### config.mk
export PLATFORM = sky130hd
export DESIGN_NAME = csdm_ctrl
export DESIGN_NICKNAME = d
export VERILOG_FILES = /design/src/rtl/csdm_pkg.sv /design/src/rtl/csdm_ctrl.sv
export SDC_FILE = /design/constraint.sdc
export NUM_CORES = 1
export LEC_CHECK = 0
export BUFFER_PORTS_ARGS = -buffer_cell sky130_fd_sc_hd__buf_2
export CAP_MARGIN = 20
export CORE_AREA = 3 3 40 42
export CTS_BUF_LIST = sky130_fd_sc_hd__clkbuf_4 sky130_fd_sc_hd__clkbuf_8 sky130_fd_sc_hd__clkbuf_16
export DETAILED_ROUTE_END_ITERATION = 8
export DIE_AREA = 0 0 43 45
export GPL_TIMING_DRIVEN = 0
export SYNTH_ARGS = -nofsm -noshare
export SYNTH_HDL_FRONTEND = slang
export SYNTH_SLANG_ARGS = --single-unit
export TNS_END_PERCENT = 20
### constraint.sdc
create_clock -name aclk -period 1.1 [get_ports aclk]
set_clock_uncertainty 0.15 [all_clocks]
set_input_delay 0.22 -clock aclk [delete_from_list [all_inputs] [get_ports aclk]]
set_output_delay 0.22 -clock aclk [all_outputs]
set_load 0.005 [all_outputs]
### src/rtl/csdm_pkg.sv
`default_nettype none
package csdm_pkg;

    typedef enum logic [1:0] {
        MODE_PTR   = 2'd0,
        MODE_NZ    = 2'd1,
        MODE_DENSE = 2'd2,
        MODE_READ  = 2'd3
    } mode_t;

    typedef enum logic [1:0] {
        CFG_ROWS  = 2'd0,
        CFG_COLS  = 2'd1,
        CFG_LANES = 2'd2
    } cfg_idx_t;

    typedef enum logic [3:0] {
        ST_IDLE,
        ST_PTR_RD,
        ST_PTR_WAIT,
        ST_WALK,
        ST_ACC_RD,
        ST_ACC_WR,
        ST_RD_WAIT,
        ST_RD_DONE,
        ST_CLEAR
    } state_t;

    localparam int ACC_W = 48;

    typedef struct packed {
        logic [1:0]         mode;
        logic [8:0]         column;
        logic [12:0]        pointer;
        logic [11:0]        position;
        logic [7:0]         row;
        logic [3:0]         lane;
        logic signed [15:0] value;
    } in_item_t;

    typedef struct packed {
        logic signed [31:0] result_value;
        logic [7:0]         result_row;
        logic [3:0]         result_lane;
    } out_item_t;

    typedef struct packed {
        logic load_item;
        logic clear_step;
        logic clear_start;
        logic ptr_read;
        logic ptr_capture;
        logic nz_read;
        logic acc_read;
        logic acc_write;
        logic rd_read;
        logic rd_emit;
        logic slot_step;
    } cmd_t;

    typedef struct packed {
        logic ptr_write;
        logic nz_write;
        logic is_dense;
        logic is_read;
        logic walk_done;
        logic row_ok;
        logic clear_done;
        logic out_busy;
    } status_t;

endpackage
`default_nettype wire

### src/rtl/csdm_ctrl.sv
`default_nettype none
module csdm_ctrl (
    input  wire logic              aclk,
    input  wire logic              aresetn,
    input  wire logic              s_valid,
    output logic                   s_ready,
    input  wire csdm_pkg::status_t sts,
    output csdm_pkg::cmd_t         cmd
);
    import csdm_pkg::*;

    state_t state_reg, state_next;

    always_ff @(posedge aclk) begin
        if (!aresetn) begin
            state_reg <= ST_CLEAR;
        end else begin
            state_reg <= state_next;
        end
    end

    always_comb begin
        state_next = state_reg;
        cmd        = '0;
        s_ready    = 1'b0;
        unique case (state_reg)
            ST_CLEAR: begin
                cmd.clear_step = 1'b1;
                if (sts.clear_done) begin
                    state_next = ST_IDLE;
                end
            end
            ST_IDLE: begin
                s_ready = 1'b1;
                if (s_valid) begin
                    cmd.load_item = 1'b1;
                    if (sts.is_dense) begin
                        state_next = ST_PTR_RD;
                    end else if (sts.is_read) begin
                        state_next = ST_RD_WAIT;
                    end
                end
            end
            ST_PTR_RD: begin
                cmd.ptr_read = 1'b1;
                state_next   = ST_PTR_WAIT;
            end
            ST_PTR_WAIT: begin
                cmd.ptr_capture = 1'b1;
                state_next      = ST_WALK;
            end
            ST_WALK: begin
                if (sts.walk_done) begin
                    state_next = ST_IDLE;
                end else begin
                    cmd.nz_read = 1'b1;
                    state_next  = ST_ACC_RD;
                end
            end
            ST_ACC_RD: begin
                cmd.acc_read = 1'b1;
                state_next   = ST_ACC_WR;
            end
            ST_ACC_WR: begin
                cmd.acc_write = sts.row_ok;
                cmd.slot_step = 1'b1;
                state_next    = ST_WALK;
            end
            ST_RD_WAIT: begin
                cmd.rd_read = 1'b1;
                state_next  = ST_RD_DONE;
            end
            ST_RD_DONE: begin
                if (!sts.out_busy) begin
                    cmd.rd_emit = 1'b1;
                    state_next  = ST_IDLE;
                end
            end
            default: state_next = ST_IDLE;
        endcase
    end
endmodule
`default_nettype wire

# == After elaboration in Yosys (flattened, before gate mapping) ==
# Index checks and enable logic that the tools add are counted.
# word_totals
out_inout_bits,12
ff_bits,4
elab_cells,37
# op_classes
n_mux,21
n_reduce_logical,3
eq_ne,12
# ops
op,n
4-bit one-hot mux with 8 select lines,1
4-bit 2-to-1 mux,5
"4-bit by 3-bit == test with 1-bit output, second input constant",4
1-bit 2-to-1 mux,14
"4-bit by 2-bit == test with 1-bit output, second input constant",2
"2-bit != test, second input constant",3
"4-bit by 1-bit == test with 1-bit output, second input constant",1
"4-bit == test, second input constant",1
4-bit logical NOT,1
4-bit AND reduction,1
3-bit 2-to-1 mux,1
"3-bit != test, second input constant",1
2-bit OR reduction,1

# == Longest topological paths before layout ==
# depth
depth_word,4
mapped_depth,4

# == Worst setup path before layout ==
# No wires, ideal clock.
# synth_path
path_kind,register to output
start,register state_reg[1]
end,output port cmd[10] (netlist bit)
path_slack_ns,-0.198
stages_incl_launch_ff,4
n_path_buf,1
t_arrival_ns,0.928
required_ns,0.730
cell_sequence,dfxtp_1 buf_6 nor4_2 and2_1
# synth_rtl
item,line_no,text
"start, declared",csdm_ctrl.sv:12,"state_t state_reg, state_next;"
"start signal, assigned",csdm_ctrl.sv:18,state_reg <= state_next;
"end, declared",csdm_ctrl.sv:8,output csdm_pkg::cmd_t cmd

==> results.toml <==
[worst_hold_path]
min_path_type = "input pin to flop"
whs_path_depth = 2

[placed_design]
dpl_cell_area_um2 = 473
dpl.hpwl_um = 635
port_buffers = 19
gp_congestion = 0.703
dp_cells = 76

[floorplan]
core_area_um2 = 1280
io_pins = 23
die_h_um = 45
die_x_um = 43
placement_rows = 13
initial_core_util_pct = 27.2
dieArea_um2 = 1940

[timing]
setup_violations = 15
holdWs_ns = 0.00567
setup_slack_ns = -0.465
max_clock_freq_mhz = 639
hold_violations = 0
slew_viol_final = 0
setup_tns_ns = -4.70
rsz0062_at_grt = "true"
fin_crit_sh_pct = 142
fin_crit_ns = 1.56

[flow_run]
maxCapViolCount = 0

[clocking]
clk_path_buf_depth = 2
clk_latency_ns = 0.23
clk_pin_slew_ns = 0.04
cts_made_buffers = 3
cts_tree = "yes"
cts.sink_count = 4
htree_levels = 1
cts.hold.buffers_added = 0
cts_root_buffer = "clkbuf_4"

[synth]
ys_seq_area_share_pct = 22.9
netlist_instances = 42
synth-simple-area-share_pct = 48.7
synth_compound_area_share_pct = 15.4
synth.distinct_cells = 22
ys_warn_count = 0
netlist_area_um2 = 349
synth-xor-area-share_pct = 0
synth_nets = 53
synth_top_family_by_area = "simple AND/OR/NAND/NOR gates"
synthAdderAreaFrac_pct = 0
synth_top_cell_by_area = "dfxtp_1"
syn_area_per_cell_um2 = 8.31
synth.top_cell.area_share_pct = 22.9
synth_seq_cells = 4
synth_mux_area_share_pct = 0
ys_top_cells_by_area = "dfxtp_1 23%, buf_6 9.7%, nand2b_1 9.0%"

[routing]
post-route-drc-count = 0
vias = 387
routed_wl_um = 919
final_antenna_net_count = 0
drt_iter0_drc = 3
viasPerCell = 4.50
first_pass_iters = 3
wl_per_cell_um = 10.7

[critical_path]
worst-path-stages = 4
cp.required_ns = 0.73
arrival_ns = 1.19
critPathLaunchType = "flop"
critPathSlowestCell = "dfxtp_2"
critPathBufInv = 2
crit_type = "flop to output pin"
path_max_fanout = 6
max_stage_delay_ns = 0.32
crit_path_end_kind = "output pin"
r2r_cells = 5
critPathTopFamily = "simple AND/OR/NAND/NOR gates"
cp_cell_sequence = "buf_6 > nor4_4 > and2_1 > buf_2"

[layout]
largest_reg_flops = 4
n_antenna_cell = 0
fin_util_pct = 47.1
nFillCells = 129
final_net_count = 84
area_growth_pct = 73.5
final_cell_area_um2 = 606
final_cell_mix = "19 x buf_2, 7 x buf_4, 5 x nor3_1"
mostFrequentLayoutCell = "buf_2"
final_cells = 86
drive_above_1_share_pct = 67.6

[status]
outcome = "finished, violations left"
violations = "setup timing"

[power]
vdd_drop_max_v = 0.000395
cellPowerDensity_nw_per_um2 = 776
p_leak_uw = 0.000295

[global_route]
grt_start_max_net_pins = 11
grt_pass1_wl_um = 1300
grt_antenna_before_repair = 0
gr-total-overflow = 0
first_global_vias = 322
track_usage_pct = 8.99
worst reg2reg max path: stages (launching register included):
cell     delay, ns
dfxtp_2       0.32
buf_6         0.13
buf_4         0.15
nor3_4        0.17
a21oi_2       0.08
nor3b_2       0.16
metal layers:
layer  routed length, um  GRT usage, %  up-vias
met5                   0             0        -
met4                   0          3.61        0
met3                  56          3.59        0
met2                 472          14.4       12
met1                 390          10.8      168
li1                    -             -      207
layout make-up:
type,count,area (um2),area share (%)
buffer,4,48.8,8.06
clock buffer,3,22.5,3.72
multi-input combinational,34,263,43.4
sequential,4,87.6,14.5
tap,15,18.8,3.10
timing repair buffer,26,165,27.3
through the flow:
stage | setup WS [ns] | total power, uW
finish | -0.465 | 470
global route | -0.540 | 502
CTS | -0.465 | 454
detailed placement | -0.260 | 269
global placement | -0.257 | 269
floorplan | -0.157 | 231
synth_stat cells (all sizes together):
library cell,instances
conb,1
nor2,4
nor4,1
dfxtp,4
nand2,3
o21bai,1
nor4b,1
nand2b,5
nand3,1
nor3,8
nor3b,1
a21oi,2
a21boi,1
o21ai,1
buf,4
o31a,1
o221a,1
and2,2
worst paths after layout:
path / startpoint / end / slack, ns
max reg2reg: state_reg[1] / state_reg[1] / -0.19
min reg2reg: state_reg[0] / state_reg[3] / 0.40
max: state_reg[1] / cmd[10] / -0.46
min: aresetn / state_reg[3] / 0.006
power breakdown:
part / total (uW) / switching (uW) / internal, uW
clock network: 177 / 55.2 / 122
logic: 129 / 53.9 / 74.8
registers: 164 / 11.6 / 153
total: 470 / 121 / 349
timing repair:
item / in CTS / in global routing
pin swaps: 3 / 4
gates resized for setup: 5 / 6
gates cloned: 0 / 1
buffers inserted: 3 / 3
endpoints found under the setup margin: 15 / 15
cell families (layout without fill, tap and decap cells):
group	after synthesis	after routing
DFF	4	4
other	1	1
AOI/OAI and AO/OA	7	7
buffers and inverters	4	33
and+or+nand+nor	26	26
Power figures use the tool's default switching activity.
